[config.mk]
export PLATFORM = sky130hd
export DESIGN_NAME = rben_front
export DESIGN_NICKNAME = d
export VERILOG_FILES = /design/src/rtl/core/rben_pkg.sv /design/src/rtl/core/rben_front.sv
export SDC_FILE = /design/constraint.sdc
export NUM_CORES = 2
export LEC_CHECK = 0
export BUFFER_PORTS_ARGS = -buffer_cell sky130_fd_sc_hd__buf_2
export CORE_MARGIN = 2
export CORE_UTILIZATION = 35
export CTS_CLUSTER_SIZE = 25
export DETAILED_ROUTE_END_ITERATION = 8
export GPL_ROUTABILITY_DRIVEN = 0
export GPL_TIMING_DRIVEN = 0
export PLACE_DENSITY = 0.52
export SLEW_MARGIN = 20
export SYNTH_ARGS = -nofsm -noshare
export SYNTH_HDL_FRONTEND = slang
export SYNTH_SLANG_ARGS = --single-unit
[constraint.sdc]
create_clock -name aclk -period 14.7 [get_ports aclk]
set_clock_uncertainty 0.15 [all_clocks]
set_input_delay 2.94 -clock aclk [delete_from_list [all_inputs] [get_ports aclk]]
set_output_delay 2.94 -clock aclk [all_outputs]
set_load 0.005 [all_outputs]
[src/rtl/core/rben_pkg.sv]
// ----------------------------------------------------------------------------
// rben_pkg
// Shared constants and types of the box expand and normalize unit.
// ----------------------------------------------------------------------------
package rben_pkg;

    localparam int COORD_FRAC_BITS_DEF = 4;
    localparam int COORD_W  = 16;
    localparam int PAD_W    = 15;
    localparam int SIZE_W   = 12;
    localparam int SCALE_W  = 12;
    localparam int RES_W    = 11;
    localparam int BATCH_W  = 8;
    localparam int CFG_IDX_W = 3;
    localparam int CFG_DAT_W = 12;
    // Numerator (c - lo) * res * 2^F fits in 17 + 11 + 8 bits signed.
    localparam int NUM_W    = 37;
    // Denominator: hi - lo + 2^F, up to 15 bits plus one, signed.
    localparam int DEN_W    = 17;

    localparam logic [CFG_IDX_W-1:0] REG_SCALE  = 3'd0;
    localparam logic [CFG_IDX_W-1:0] REG_HEIGHT = 3'd1;
    localparam logic [CFG_IDX_W-1:0] REG_WIDTH  = 3'd2;
    localparam logic [CFG_IDX_W-1:0] REG_RES    = 3'd3;
    localparam logic [CFG_IDX_W-1:0] REG_INDEX  = 3'd4;

    // Sideband carried along the divider chain.
    typedef struct packed {
        logic [BATCH_W-1:0] batch;
        logic [PAD_W-1:0]   pad_l;
        logic [PAD_W-1:0]   pad_t;
        logic [PAD_W-1:0]   pad_r;
        logic [PAD_W-1:0]   pad_b;
        logic               last;
    } side_t;

    // One division in flight inside a cell.
    typedef struct packed {
        logic [NUM_W-1:0] rem;     // partial remainder magnitude
        logic [NUM_W-1:0] quo;     // quotient / remaining numerator bits
        logic [DEN_W-1:0] den;     // divisor magnitude
        logic             neg;     // result sign
        logic             zero;    // divisor zero
    } div_t;

    typedef struct packed {
        logic  valid;
        div_t  d0;
        div_t  d1;
        div_t  d2;
        div_t  d3;
        side_t side;
    } lane_t;

endpackage

[src/rtl/core/rben_front.sv]
// ----------------------------------------------------------------------------
// rben_front
// Two-stage front end: box growth and clip, then numerator and divisor build.
// ----------------------------------------------------------------------------
module rben_front #(
    parameter int COORD_FRAC_BITS = rben_pkg::COORD_FRAC_BITS_DEF
) (
    input  logic                           aclk,
    input  logic                           aresetn,
    input  logic                           advance,
    input  logic                           in_valid,
    input  logic [rben_pkg::BATCH_W-1:0]   in_batch,
    input  logic signed [rben_pkg::COORD_W-1:0] in_x1,
    input  logic signed [rben_pkg::COORD_W-1:0] in_y1,
    input  logic signed [rben_pkg::COORD_W-1:0] in_x2,
    input  logic signed [rben_pkg::COORD_W-1:0] in_y2,
    input  logic                           in_last,
    input  logic [rben_pkg::SCALE_W-1:0]   scale,
    input  logic [rben_pkg::SIZE_W-1:0]    height,
    input  logic [rben_pkg::SIZE_W-1:0]    width,
    input  logic [rben_pkg::RES_W-1:0]     res,
    input  logic                           has_index,
    output rben_pkg::lane_t                lane_out
);

    localparam int GW = 32;   // growth product width
    localparam int NW = rben_pkg::NUM_W;
    localparam int DW = rben_pkg::DEN_W;

    // stage 1 registers
    logic                         v1_reg;
    rben_pkg::side_t              side1_reg;
    logic signed [rben_pkg::COORD_W-1:0] x1_reg, y1_reg, x2_reg, y2_reg;

    function automatic logic [rben_pkg::PAD_W-1:0] upper(input logic [rben_pkg::SIZE_W-1:0] s);
        logic [rben_pkg::SIZE_W-1:0] m;
        logic [31:0] h;
        m = (s == '0) ? '0 : s - 1'b1;
        h = 32'(m) << COORD_FRAC_BITS;
        return (h > 32'd32767) ? 15'h7FFF : h[rben_pkg::PAD_W-1:0];
    endfunction

    function automatic logic [rben_pkg::PAD_W-1:0] clipv(input logic signed [GW-1:0] v,
                                                         input logic [rben_pkg::PAD_W-1:0] hi);
        logic signed [GW-1:0] f;
        f = v >>> 9;
        if (f < 0) return '0;
        if (f > $signed({17'd0, hi})) return hi;
        return f[rben_pkg::PAD_W-1:0];
    endfunction

    logic signed [GW-1:0] sx, gx, sy, gy;
    logic [rben_pkg::PAD_W-1:0] hx, hy, plx, phx, ply, phy;

    always_comb begin
        sx = (GW'(in_x1) + GW'(in_x2)) <<< 8;
        gx = (GW'(in_x2) - GW'(in_x1)) * $signed({20'd0, scale});
        sy = (GW'(in_y1) + GW'(in_y2)) <<< 8;
        gy = (GW'(in_y2) - GW'(in_y1)) * $signed({20'd0, scale});
        hx = upper(width);
        hy = upper(height);
        plx = clipv(sx - gx, hx);
        phx = clipv(sx + gx, hx);
        ply = clipv(sy - gy, hy);
        phy = clipv(sy + gy, hy);
    end

    always_ff @(posedge aclk) begin
        if (!aresetn) begin
            v1_reg <= 1'b0;
        end else if (advance) begin
            v1_reg <= in_valid;
        end
        if (advance) begin
            side1_reg.batch <= has_index ? in_batch : '0;
            side1_reg.pad_l <= plx;
            side1_reg.pad_r <= phx;
            side1_reg.pad_t <= ply;
            side1_reg.pad_b <= phy;
            side1_reg.last  <= in_last;
            x1_reg <= in_x1;
            x2_reg <= in_x2;
            y1_reg <= in_y1;
            y2_reg <= in_y2;
        end
    end

    // stage 2: numerators and divisors, split into magnitudes and signs
    function automatic rben_pkg::div_t mk(input logic signed [rben_pkg::COORD_W-1:0] c,
                                          input logic [rben_pkg::PAD_W-1:0] lo,
                                          input logic [rben_pkg::PAD_W-1:0] hi,
                                          input logic [rben_pkg::RES_W-1:0] r);
        rben_pkg::div_t d;
        logic signed [NW-1:0] num;
        logic signed [DW-1:0] den;
        num = (NW'(c) - NW'($signed({1'b0, lo}))) * $signed({{(NW-rben_pkg::RES_W){1'b0}}, r});
        num = num <<< COORD_FRAC_BITS;
        den = DW'($signed({1'b0, hi})) - DW'($signed({1'b0, lo}))
            + DW'(1 << COORD_FRAC_BITS);
        d.rem  = '0;
        d.quo  = num[NW-1] ? NW'(-num) : NW'(num);
        d.den  = den[DW-1] ? DW'(-den) : DW'(den);
        d.neg  = num[NW-1] ^ den[DW-1];
        d.zero = (den == '0);
        return d;
    endfunction

    always_ff @(posedge aclk) begin
        if (!aresetn) begin
            lane_out.valid <= 1'b0;
        end else if (advance) begin
            lane_out.valid <= v1_reg;
        end
        if (advance) begin
            lane_out.side <= side1_reg;
            lane_out.d0 <= mk(x1_reg, side1_reg.pad_l, side1_reg.pad_r, res);
            lane_out.d2 <= mk(x2_reg, side1_reg.pad_l, side1_reg.pad_r, res);
            lane_out.d1 <= mk(y1_reg, side1_reg.pad_t, side1_reg.pad_b, res);
            lane_out.d3 <= mk(y2_reg, side1_reg.pad_t, side1_reg.pad_b, res);
        end
    end

endmodule

==> results.cfg <==
[critical_path]
cp-start-kind = input pin
slowest_stage = fa_1
crit_path_end_kind = register
reg2reg_from = side1_reg[46]$_SDFFCE_PN0P_
crit_type = in -> reg
startpoint = in_y1[0]
critPathArrivalTime_ns = 14.44
max_stage_delay_ns = 0.55
cp.required_ns = 14.91
worstPathMaxFanout = 10

[yosys]
synth_edf_count = 374
async_flop_share_pct = 0
netlist_top_cells_area = fa_1, edfxtp_1, ha_1, inv_1, nand2_1
synthCells = 8897
synth_cell_type_count = 106
synth-seq-cells = 376
synth_top_area_share_pct = 27.5
synth-main-ff-cell = edfxtp_1
synthesis.area_mm2 = 0.0777
synth.yosys.seq_area_share_pct = 14.5
yosys_warnings = 0
yosysTopAreaCell = fa_1
avgSynthCellArea_um2 = 8.73

[worst_hold_path]
holdCritStartpoint = side1_reg[66]$_SDFFCE_PN0P_
min_path_type = reg -> reg

[place]
dp_hpwl_mm = 210
placed_area_mm2 = 0.0842
numPortBuffers = 392

[sta]
period_share_pct = 96.8
finalSetupViolations = 0
drv_slew = 0
slew_headroom_pct = 19.4
tns_ns = 0
hold_violations = 0
min_period_ns = 14.23
tightestPinTransition_ns = 1.21
max_clock_freq_mhz = 70.3

[grt]
grt_antenna_before_repair = 85
grt_pass1_vias = 64300
grt_pass1_wl_mm = 381
grt-ovfl-total = 0
grt_max_degree = 95
grt.total_usage_pct = 21.9

[final_layout]
syn2layout_area_growth_pct = 11.0
largest_reg_flops = 242
nNetsFinal = 11400
final_cell_mix = inv_1, fa_1, nand2_1, ha_1, and2_1
final_core_util_pct = 39.2
drive_above_1_share_pct = 9.14
final_common_cell = inv_1
fin_area_mm2 = 0.0862

[routing]
totalWireLength_mm = 251
drtIter0Drc = 4791
wl_per_cell_um = 19.9
vias = 64400
routed_via_density = 5.12
firstDrtPassIters = 9
ant_nets = 0
drc = 11

[floorplanning]
start_util_pct = 35.3
rows = 172
io_pins = 567
dieHeight_um = 475
die-area_mm2 = 0.226
dieWidth_um = 475
core-area_mm2 = 0.220

[run_status]
outcome = finished with violations
violations = design-rule violations

[cts]
cts_buffer_depth = 3
insertion_delay_ns = 0.67
clk_pin_slew_worst_paths_ns = 0.06
cts_tree = done
cts_sinks = 376
h-tree-depth = 2
cts_root_buffer = clkbuf_16
numCtsBuffers = 42

[run]
drv.max_cap_violation_count = 0
-- worst max-delay path, delay by kind of cell --
family	cells	cell delay, ns
AND/OR/NAND/NOR	9	1.49
XOR/XNOR	3	0.64
adder cells (fa/ha/maj)	10	4.33
AO/OA/AOI/OAI	17	3.80
buffers and inverters	9	1.24
-- through the flow --
step,worst slack [ns],hold WS [ns],std cells
global route,-0.0815,0.286,12600
global placement,-1.91,0.251,12400
detailed placement,-1.98,0.255,12400
CTS,0.0164,0.271,12500
finish,0.470,0.268,12600
floorplan,0.871,0.250,9076
-- cells by family (layout without fill, tap and decap cells) --
family	Yosys count	count (layout)	share of synthesized area, %
compound gates	1325	1325	11.7
fa+ha+maj	1778	1778	39.0
mux	41	41	0.540
flops	376	376	14.5
xor+xnor	481	481	5.43
buf+inv	2269	2745	12.0
simple gates	2626	2626	16.9
other cells	1	239	0.00483
-- final timing paths --
check,slack (ns),endpoint,cells past startpoint
max,0.47,side1_reg[2]$_SDFFCE_PN0P_,48
min,0.27,lane_out[66]$_DFFE_PP_,0
max reg2reg,4.25,lane_out[385]$_DFFE_PP_,32
min reg2reg,0.27,lane_out[66]$_DFFE_PP_,0
-- synthesized netlist by cell type, types with 82 or more instances --
library cell	n
a21o_1	93
a21oi_1	348
and2_1	427
and3_1	88
buf_4	203
clkbuf_1	395
edfxtp_1	374
fa_1	1068
ha_1	710
inv_1	1640
nand2_1	795
nand2b_1	82
nand3_1	246
nand4_1	84
nor2_1	429
nor2b_1	97
nor3_1	164
o21ai_0	195
xnor2_1	340
xor2_1	140
-- timing repair --
item / in CTS / in global routing
gates resized for setup: 34 / 88
pin swaps: 3 / 13
setup buffers: 3 / 10
hold buffers: 0 / 0
cloned: 0 / 0
setup endpoints to repair: 59 / 60
-- area by class of cell --
| type | count | area [µm²] |
|---|---|---|
| clock inverters | 32 | 389 |
| repair buffers | 411 | 2190 |
| clock buffers | 45 | 1080 |
| multi-input cells | 6431 | 58100 |
| diodes | 59 | 148 |
| well taps | 2958 | 3700 |
| fillers | 22500 | 134000 |
| flip-flops and latches | 376 | 11300 |
| inverters | 1647 | 6190 |
| plain buffers | 610 | 3130 |
-- routing by layer --
layer / track usage, % / routed length, µm / vias up
met4: 10.8 / 13000 / 14
li1: - / - / 29900
met1: 27.4 / 101000 / 31800
met5: 0 / 84 / -
met3: 2.82 / 14900 / 535
met2: 36.9 / 121000 / 2132
Power is left out: the tool's default activity adds up to more than one toggle a clock period on the data nets, which glitch-free logic cannot reach.
