$ cat src/rtl/core/rben_pkg.sv
// ----------------------------------------------------------------------------
// rben_pkg
// Shared constants and types of the box expand and normalize unit.
// ----------------------------------------------------------------------------
package rben_pkg;

    localparam int COORD_FRAC_BITS_DEF = 4;
    localparam int COORD_W  = 16;
    localparam int PAD_W    = 15;
    localparam int SIZE_W   = 12;
    localparam int SCALE_W  = 12;
    localparam int RES_W    = 11;
    localparam int BATCH_W  = 8;
    localparam int CFG_IDX_W = 3;
    localparam int CFG_DAT_W = 12;
    // Numerator (c - lo) * res * 2^F fits in 17 + 11 + 8 bits signed.
    localparam int NUM_W    = 37;
    // Denominator: hi - lo + 2^F, up to 15 bits plus one, signed.
    localparam int DEN_W    = 17;

    localparam logic [CFG_IDX_W-1:0] REG_SCALE  = 3'd0;
    localparam logic [CFG_IDX_W-1:0] REG_HEIGHT = 3'd1;
    localparam logic [CFG_IDX_W-1:0] REG_WIDTH  = 3'd2;
    localparam logic [CFG_IDX_W-1:0] REG_RES    = 3'd3;
    localparam logic [CFG_IDX_W-1:0] REG_INDEX  = 3'd4;

    // Sideband carried along the divider chain.
    typedef struct packed {
        logic [BATCH_W-1:0] batch;
        logic [PAD_W-1:0]   pad_l;
        logic [PAD_W-1:0]   pad_t;
        logic [PAD_W-1:0]   pad_r;
        logic [PAD_W-1:0]   pad_b;
        logic               last;
    } side_t;

    // One division in flight inside a cell.
    typedef struct packed {
        logic [NUM_W-1:0] rem;     // partial remainder magnitude
        logic [NUM_W-1:0] quo;     // quotient / remaining numerator bits
        logic [DEN_W-1:0] den;     // divisor magnitude
        logic             neg;     // result sign
        logic             zero;    // divisor zero
    } div_t;

    typedef struct packed {
        logic  valid;
        div_t  d0;
        div_t  d1;
        div_t  d2;
        div_t  d3;
        side_t side;
    } lane_t;

endpackage

$ cat src/rtl/core/rben_div_cell.sv
// ----------------------------------------------------------------------------
// rben_div_cell
// One restoring division step for the four coordinates of one box.
// ----------------------------------------------------------------------------
module rben_div_cell (
    input  logic            aclk,
    input  logic            aresetn,
    input  logic            advance,
    input  rben_pkg::lane_t lane_in,
    output rben_pkg::lane_t lane_out
);

    rben_pkg::lane_t lane_reg;
    rben_pkg::lane_t lane_next;

    function automatic rben_pkg::div_t step(input rben_pkg::div_t d);
        rben_pkg::div_t r;
        logic [rben_pkg::NUM_W:0] trial;
        r = d;
        trial = {d.rem, d.quo[rben_pkg::NUM_W-1]};
        r.quo = {d.quo[rben_pkg::NUM_W-2:0], 1'b0};
        if (trial >= {{(rben_pkg::NUM_W+1-rben_pkg::DEN_W){1'b0}}, d.den}) begin
            trial = trial - {{(rben_pkg::NUM_W+1-rben_pkg::DEN_W){1'b0}}, d.den};
            r.quo[0] = 1'b1;
        end
        r.rem = trial[rben_pkg::NUM_W-1:0];
        return r;
    endfunction

    always_comb begin
        lane_next = lane_in;
        lane_next.d0 = step(lane_in.d0);
        lane_next.d1 = step(lane_in.d1);
        lane_next.d2 = step(lane_in.d2);
        lane_next.d3 = step(lane_in.d3);
    end

    always_ff @(posedge aclk) begin
        if (!aresetn) begin
            lane_reg.valid <= 1'b0;
        end else if (advance) begin
            lane_reg.valid <= lane_next.valid;
        end
        if (advance) begin
            lane_reg.d0   <= lane_next.d0;
            lane_reg.d1   <= lane_next.d1;
            lane_reg.d2   <= lane_next.d2;
            lane_reg.d3   <= lane_next.d3;
            lane_reg.side <= lane_next.side;
        end
    end

    assign lane_out = lane_reg;

endmodule

$ cat config.mk
export PLATFORM = sky130hd
export DESIGN_NAME = rben_div_cell
export DESIGN_NICKNAME = d
export VERILOG_FILES = /design/src/rtl/core/rben_pkg.sv /design/src/rtl/core/rben_div_cell.sv
export SDC_FILE = /design/constraint.sdc
export NUM_CORES = 1
export LEC_CHECK = 0
export ABC_AREA = 0
export BUFFER_PORTS_ARGS = -buffer_cell sky130_fd_sc_hd__buf_2
export CAP_MARGIN = 20
export CORE_AREA = 2 2 343 345
export CTS_BUF_LIST = sky130_fd_sc_hd__clkbuf_8
export DETAILED_ROUTE_END_ITERATION = 12
export DIE_AREA = 0 0 345 347
export HOLD_SLACK_MARGIN = 0.12
export PLACE_DENSITY_LB_ADDON = 0.08
export SYNTH_ARGS = -nofsm -noshare
export SYNTH_HDL_FRONTEND = slang
export SYNTH_SLANG_ARGS = --single-unit
$ cat constraint.sdc
create_clock -name aclk -period 3.3 [get_ports aclk]
set_input_delay 0.165 -clock aclk [delete_from_list [all_inputs] [get_ports aclk]]
set_output_delay 0.165 -clock aclk [all_outputs]
set_load 0.01 [all_outputs]
==> flow_metrics.tcl, run 1 <==
set metrics [dict create \
    ys_seq_area_share_pct 68.1 \
    cts.reportedPaths.clkPinSlew_ps 60 \
    cts_root_buf "clkbuf_8" \
    num_rows 125 \
    crit_fanout 5 \
    yosys_warnings 0 \
    ir_drop_v 0.000301 \
    pre_cts_slack_ps -4.99 \
    clkSinkCount 442 \
    ff2ff_path_depth 3 \
    worstSetupEndpointType "flop" \
    grt_pass1_wl_mm 127 \
    ant_nets 0 \
    cts_buffers 91 \
    crit_end "lane_out[324]" \
    worst_slack_ps 3.19 \
    setup_viol 0 \
    dr.pass1.iters 5 \
    finalCritPeriodShare_pct 99.9 \
    cts_tree "done" \
    final_cells 4756 \
    grt_usage_pct 14.0 \
    leakage_uw 0.0149 \
    synth_area_leader_cell "edfxtp_1" \
    nFillCells 12100 \
    via_count 18400 \
    numPortBuffers 886 \
    start_util_pct 16.8 \
    yosysUniqueCellTypes 69 \
    status "complete, no violations" \
    dp.cells 3850 \
    ys.flop_type "edfxtp_1" \
    dieWidth_um 345 \
    routed_wirelength_mm 86.9 \
    max_slew_margin_pct 47.4 \
    syn_inst 1407 \
    cp.required_ps 3740 \
    grt_max_degree 67 \
    powerDensity_nw_per_um2 440 \
    max_freq_ghz 0.303 \
    ctsHtreeMaxLevel 3 \
    hp-class "primary input to flop" \
    cts_buffer_depth 3 \
    post_drt_wl_per_cell_um 18.3 \
    final.setup_skew_ps 0 \
    detail_route.vias_per_cell 3.86 \
    hold_viol 0 \
    path_class "primary input to flop" \
    synth_edf_count 441 \
    insertion_delay_ps 680 \
    synth_top_area_share_pct 68.0 \
    area_delta_synth_final_pct 82.3 \
    syn-num-nets 1924 \
    drt_iter0_markers 900 \
    min_period_ps 3300 \
    worstPathArrival_ps 3740 \
    final_nets 3677 \
    synth_area_per_cell_um2 13.8 \
    worst_pin_slew_ps 789 \
    coreArea_um2 116000 \
    timing.rr.start "lane_out[441]" \
    grt_pass1_vias 20200 \
    slew_viol_final 0 \
    final_util_pct 30.7 \
    die_h_um 347 \
    largest_reg_flops 442 \
    io_pins 887 \
    die-area_um2 120000 \
    rsz0062_at_grt "yes" \
    crit_path_start_kind "primary input" \
    gp_congestion 0.781 \
    rrSetupSlack_ps 2140 \
    grt_overflow_total 0 \
    whs_ps 228 \
    synthTopCellsByArea "edfxtp_1, ha_1, xor2_1" \
    yosys-top-cells-count "edfxtp_1, nor2_1, a21oi_1, inv_1, nand2_1" \
    synth_most_common_cell "edfxtp_1" \
    drive_gt1_share_pct 35.2 \
    setup_tns_ps 0 \
    antenna_found_initial 13 \
    synth_seq_cells 442 \
    async_flop_share_pct 0 \
    syn_area_um2 19500 \
    max-cap-violations 0 \
    rr_endpoint "lane_out[441]" \
    drc_errors 0 \
    place_hpwl_mm 66.4 \
    startpoint "lane_in[260]" \
]
-- worst min path at each step --
stage                       startpoint       endpoint  cells after the start
final                     lane_in[265]  lane_out[265]                      2
after global routing       lane_in[86]   lane_out[86]                      2
after CTS                 lane_in[177]  lane_out[177]                      2
after detailed placement  lane_in[375]  lane_out[376]                      1
after global placement    lane_in[212]  lane_out[213]                      1
after floorplan             lane_in[0]    lane_out[0]                      0
-- cells by family (layout without fill, tap and decap cells) --
| kind of cell | Yosys count | after routing | synth area share [%] |
|---|---|---|---|
| AO/OA/AOI/OAI | 258 | 258 | 8.34 |
| XOR/XNOR | 131 | 131 | 5.89 |
| adder cells (fa/ha/maj) | 72 | 72 | 4.78 |
| buffers and inverters | 119 | 1938 | 2.35 |
| flip-flops | 442 | 442 | 68.1 |
| multiplexers | 17 | 17 | 0.989 |
| other | 0 | 6 | 0 |
| AND/OR/NAND/NOR | 368 | 368 | 9.58 |
-- power by group --
part           internal, uW  switching [uW]  leakage, uW
Combinational          1620            1630      0.00968
Clock                  2730            2680     0.000929
Sequential             6800             156      0.00433
Total                 11200            4470       0.0149
-- cells in the final DEF (no fill, tap or decap), types with 10 or more instances in the layout --
| cell | netlist | layout |
|---|---|---|
| a21o_1 | 24 | 24 |
| a21oi_1 | 89 | 84 |
| buf_2 | 2 | 883 |
| buf_4 | 2 | 60 |
| clkbuf_8 | 0 | 91 |
| clkinv_1 | 0 | 21 |
| clkinv_2 | 0 | 16 |
| dlygate4sd3_1 | 0 | 736 |
| edfxtp_1 | 441 | 441 |
| ha_1 | 68 | 65 |
| inv_1 | 87 | 108 |
| mux2_2 | 14 | 14 |
| nand2_1 | 86 | 85 |
| nand2b_1 | 13 | 13 |
| nand3_1 | 21 | 20 |
| nand4_1 | 18 | 18 |
| nor2_1 | 90 | 87 |
| nor2b_1 | 10 | 10 |
| nor3_1 | 38 | 34 |
| nor4_1 | 27 | 26 |
| o21ai_0 | 60 | 59 |
| o21bai_1 | 14 | 12 |
| or2_2 | 11 | 11 |
| or3_1 | 15 | 15 |
| xnor2_1 | 63 | 63 |
| xor2_1 | 68 | 68 |
-- per-layer routing --
layer	share of wire (%)	wire length, um	global-route usage (%)	vias to the layer above
met4	3.3	2890	5.42	8
met1	39	33900	15.5	8754
met5	0.052	45	0	-
li1	-	-	-	8821
met2	50	43500	24.7	643
met3	7.5	6520	4.79	150
-- metrics by stage --
step | power [uW] | instance area, um2
detailed placement | 9580 | 26300
global route | 16500 | 35500
floorplan | 8110 | 19500
global placement | 9600 | 26300
CTS | 15900 | 35300
finish | 15600 | 35500
-- final cells by class --
class / instances / area (um2) / area share (%)
Timing Repair Buffer: 1691 / 12400 / 35.0
Antenna cell: 6 / 15.0 / 0.0423
Inverter: 88 / 330 / 0.930
Sequential cell: 442 / 13300 / 37.4
Clock inverter: 68 / 372 / 1.05
Multi-Input combinational cell: 846 / 5940 / 16.7
Tap cell: 1524 / 1910 / 5.37
Clock buffer: 91 / 1250 / 3.53
-- repair_timing --
action / 4_1_cts / 5_1_grt
buffers inserted: 0 / 5
endpoints found under the hold margin: 490 / 0
hold buffers: 738 / 0
gates resized for setup: 0 / 44
endpoints found under the setup margin: 0 / 31
-- critical path, stage by stage --
cell	delay, ps
dlygate4sd3_1	520
buf_2	110
inv_1	50
ha_1	350
o21a_1	130
o31a_1	130
o31a_1	320
o41a_1	470
buf_6	160
a211o_1	300
a21oi_2	150
xnor2_1	80
mux2_2	260
dlygate4sd3_1	550
No activity file was read; power rests on OpenSTA's default activity.
==> run 2, diff against run 1 <==
clock period = 3.45 ns   (was 3.3 ns; I/O delays follow)
==> run 2 against run 1 <==
  * The run now ends with hold timing left
  * Register-to-register slack gained 130 ps
  * Clock skew is the same
  * Clock power grew 2%
  * Routed wire length shrank 0.37%
  * Core utilization grew 0.41 points
  * Largest cell class unchanged
  * Design area grew 1.3%
  * Worst hold slack lost 250 ps
  * Total power shrank 1.9%
  * Highest routed layer unchanged
  * Combinational power shrank 3%
  * Critical path type unchanged
  * Sequential cell count is the same
  * Sequential power shrank 4.5%
==> flow_metrics.tcl, run 2 (same netlist as run 1, synthesis figures left out) <==
set metrics [dict create \
    violations "hold timing" \
    gp_congestion 0.794 \
    io_pins 887 \
    grt_overflow_total 0 \
    layout_common_cells "buf_2, dlygate4sd3_1, edfxtp_1" \
    largest_reg_flops 442 \
    area_delta_synth_final_pct 84.7 \
    status "finished, violations left" \
    num_rows 125 \
    final_cells 4755 \
    slew_viol_final 0 \
    coreArea_um2 116000 \
    via_count 18400 \
    grt_pass1_vias 19800 \
    finalCritPeriodShare_pct 99.9 \
    path_class "primary input to flop" \
    powerDensity_nw_per_um2 426 \
    routed_wirelength_mm 86.5 \
    pre_cts_slack_ps 170 \
    hold_viol 1 \
    max_slew_margin_pct 52.5 \
    hp-class "primary input to flop" \
    dieWidth_um 345 \
    ctsHtreeMaxLevel 3 \
    grt_max_degree 87 \
    cts_buffers 91 \
    crit_fanout 6 \
    place_hpwl_mm 65.7 \
    drc_errors 0 \
    die-area_um2 120000 \
    cts_tree "done" \
    max-cap-violations 0 \
    clkSinkCount 442 \
    nFillCells 12100 \
    final.setup_skew_ps 0 \
    worstSetupEndpointType "flop" \
    ant_nets 0 \
    min_period_ps 3450 \
    final_nets 3682 \
    finalPower_uw 15300 \
    cts_buffer_depth 3 \
    grt_usage_pct 13.9 \
    cts.reportedPaths.clkPinSlew_ps 60 \
    drive_gt1_share_pct 34.8 \
    whs_ps -16.6 \
    max_freq_ghz 0.290 \
    layout_commonest_cell "buf_2" \
    dp.cells 3819 \
    drt_iter0_markers 786 \
    diodes 0 \
    worstPathArrival_ps 3910 \
    antenna_found_initial 10 \
    setup_viol 0 \
    cts_root_buf "clkbuf_8" \
    cp.required_ps 3920 \
    final_area_um2 36000 \
    ir_drop_v 0.000250 \
    crit_path_start_kind "primary input" \
    post_drt_wl_per_cell_um 18.2 \
    rsz0062_at_grt "yes" \
    numPortBuffers 886 \
    dr.pass1.iters 5 \
    leakage_uw 0.0151 \
    die_h_um 347 \
    worst_slack_ps 4.47 \
    start_util_pct 16.8 \
    insertion_delay_ps 710 \
    detail_route.vias_per_cell 3.87 \
    placed_area_um2 26000 \
    worst_pin_slew_ps 706 \
    grt_pass1_wl_mm 125 \
]
[run 2: changes by cell type in the layout (fill, tap and decap cells not counted), sizes merged]
cell          before  now
inv              115  118
dlymetal6s4s       2   10
bufinv             2    6
buf              953  918
diode              6    0
clkinv            38   31
dlygate4sd3      736  768
[run 2: timing repair]
item	4_1_cts	5_1_grt
resized for setup	0	79
endpoints found under the setup margin	0	52
endpoints found under the hold margin	518	2
hold buffers	777	1
buffers inserted	0	9
[run 2: area by class of cell]
class | count | area (um2) | area share, %
clock inverters | 68 | 494 | 1.37
clock buffers | 91 | 1250 | 3.48
well taps | 1524 | 1910 | 5.30
inverters | 88 | 330 | 0.918
multi-input cells | 846 | 6100 | 17.0
flip-flops and latches | 442 | 13300 | 36.9
repair buffers | 1696 | 12600 | 35.1
[run 2: metal layers]
layer,track usage [%],share of wire (%)
met3,4.45,7.2
met4,4.64,2.7
met2,24.8,50
met1,15.5,40
met5,0,0.072
[run 2: final timing paths]
kind | from | end | slack (ps) | cells past startpoint
max reg2reg | lane_out[441] | lane_out[441] | 2270 | 3
min reg2reg | lane_out[441] | lane_out[441] | 1120 | 3
max | lane_in[146] | lane_out[152] | 4 | 12
min | lane_in[125] | lane_out[126] | -20 | 2
[run 2: stage by stage]
stage / TNS, ps / utilization (%)
after floorplan: 0 / -
after global placement: 0 / 22.5
after detailed placement: 0 / 22.5
after CTS: 0 / 30.7
after global routing: -238 / 31.1
final: 0 / 31.1
[run 2: critical path, cell delays in order]
cell	delay, ps
dlygate4sd3_1	550
buf_2	170
or4_4	530
nand2b_4	170
or3_4	390
or4b_4	550
and3b_2	310
a2111o_4	170
buf_12	130
nor4_4	50
xor2_1	160
dlygate4sd3_1	550
[run 2: power breakdown]
group	total (uW)	internal [uW]	switching, uW
clock	5540	2930	2610
combinational	3150	1580	1570
sequential	6650	6510	145
==> run 3, diff against run 2 <==
PLACE_DENSITY = 0.38   (was not set)
PLACE_DENSITY_LB_ADDON = not set   (was 0.08)
==> run 3 against run 2 <==
  * The run now ends clean
  * Critical path type unchanged
  * Sequential power barely moved
  * Cell count fell by 0.17%
  * Maximum frequency rose by 0.23%
  * Highest routed layer unchanged
  * Die area did not move
  * Via count rose by 1.6%
  * First-iteration DRC count rose by 33%
==> flow_metrics.tcl, run 3 (same netlist as run 1, synthesis figures left out) <==
set metrics [dict create \
    layout_common_cells "buf_2, dlygate4sd3_1, edfxtp_1" \
    final.setup_skew_ps 0 \
    gp_congestion 0.907 \
    num_rows 125 \
    rrSetupSlack_ps 2250 \
    leakage_uw 0.0149 \
    rr_endpoint "lane_out[441]" \
    insertion_delay_ps 700 \
    ir_drop_v 0.000312 \
    ctsHtreeMaxLevel 3 \
    combinationalPowerShare_pct 20.5 \
    layout_commonest_cell "buf_2" \
    min_period_ps 3440 \
    grt_pass1_vias 20000 \
    hp-class "primary input to flop" \
    path_class "primary input to flop" \
    drc_errors 0 \
    worst_hold_path.endpoint "lane_out[125]" \
    cts.reportedPaths.clkPinSlew_ps 70 \
    path_cells "dlygate4sd3_1, buf_2, inv_1, ha_1, nor2b_1, o31a_1, o31a_1, o41a_1, a21o_1, a41oi_2, o2111ai_1, xnor2_1, dlygate4sd3_1" \
    detail_route.vias_per_cell 3.93 \
    grt_pass1_wl_mm 124 \
    via_count 18700 \
    antenna_found_initial 12 \
    max-cap-violations 0 \
    finalPower_uw 15100 \
    post_drt_wl_per_cell_um 18.0 \
    coreArea_um2 116000 \
    grt_max_degree 86 \
    cts_buffers 84 \
    dieWidth_um 345 \
    placed_area_um2 26200 \
    dp.cells 3837 \
    numPortBuffers 886 \
    swShare_pct 27.8 \
    final_cells 4747 \
    cts_tree "done" \
    final_area_um2 35500 \
    status "complete, no violations" \
    cts_buffer_depth 3 \
    nFillCells 12000 \
    clkSinkCount 442 \
    io_pins 887 \
    cts_root_buf "clkbuf_8" \
    timing.rr.start "lane_out[441]" \
    die_h_um 347 \
    drt_iter0_markers 1044 \
    worstPathArrival_ps 3890 \
    grt_usage_pct 13.7 \
    clkPwrFrac_pct 35.4 \
    crit_path_start_kind "primary input" \
    slowest_stage "dlygate4sd3_1" \
    ff2ff_path_depth 3 \
    p_switching_uw 4200 \
    place_hpwl_mm 65.8 \
    largest_reg_flops 442 \
    worst_pin_slew_ps 909 \
    area_delta_synth_final_pct 82.3 \
    slew_viol_final 0 \
    internal-power_uw 10900 \
    seq_power_share_pct 44.1 \
    max_slew_margin_pct 39.4 \
    drive_gt1_share_pct 34.7 \
    finalCritPeriodShare_pct 99.6 \
    dr.pass1.iters 5 \
    worstSetupEndpointType "flop" \
    cp.required_ps 3900 \
    critPathMaxStageDelay_ps 560 \
    grt_overflow_total 0 \
    die-area_um2 120000 \
    hp-start "lane_in[71]" \
    max_freq_ghz 0.291 \
    hold_viol 0 \
    powerDensity_nw_per_um2 426 \
    final_nets 3667 \
    routed_wirelength_mm 85.6 \
    start_util_pct 16.8 \
    min_path_cells 3 \
    setup_viol 0 \
    ant_nets 0 \
    crit_fanout 3 \
]
-- run 3: cell type report --
cell class | count | area [um2] | share of cell area [%]
clock inverter | 67 | 524 | 1.48
tap | 1524 | 1910 | 5.37
clock buffer | 85 | 1170 | 3.29
sequential | 442 | 13300 | 37.3
multi-input combinational | 846 | 5890 | 16.6
inverter | 88 | 330 | 0.930
timing repair buffer | 1688 | 12400 | 35.0
antenna | 7 | 17.5 | 0.0493
-- run 3: what timing repair did --
action	in CTS	in global routing
gates resized for setup	0	34
endpoints found under the hold margin	503	1
setup endpoints to repair	0	35
buffers inserted	0	6
hold buffers	746	1
-- run 3: worst max path at each step --
| stage | start | end | slack (ps) |
|---|---|---|---|
| 2_1_floorplan | lane_in[124] | lane_out[146] | 500 |
| 3_3_place_gp | lane_in[124] | lane_out[146] | 180 |
| 3_5_place_dp | lane_in[124] | lane_out[146] | 150 |
| 4_1_cts | lane_in[403] | lane_out[415] | 8 |
| 5_1_grt | lane_in[73] | lane_out[150] | -50 |
| 6_report | lane_in[258] | lane_out[338] | 10 |
-- run 3: worst max-delay path, delay by kind of cell --
family                   cells  cell delay (ps)
adder cells (fa/ha/maj)      1              260
AO/OA/AOI/OAI                6             1770
AND/OR/NAND/NOR              1              160
XOR/XNOR                     1              210
buffers and inverters        4             1320
-- run 3: power by group through the flow --
stage               combinational [uW]  clock (uW)  sequential, uW
finish                            3100        5350            6670
global route                      3360        5820            6720
detailed placement                2370           0            6780
global placement                  2370           0            6780
CTS                               3100        5590            6680
floorplan                          736           0            7020
-- run 3: through the flow --
stage / setup TNS, ps / setup WS (ps) / util, % / hold slack, ps
finish: 0 / 12.5 / 30.7 / 173
global route: -152 / -51.8 / 30.7 / 134
CTS: 0 / 7.77 / 30.5 / 121
floorplan: 0 / 497 / - / 271
global placement: 0 / 182 / 22.6 / 349
detailed placement: 0 / 147 / 22.6 / 351
-- run 3: metal layers --
layer	wire length, um	vias to the layer above	global-route usage (%)
met5	22	-	0
met4	2670	4	5.54
met3	6860	137	4.36
met2	42000	725	23.7
met1	34000	9025	15.7
li1	-	8788	-
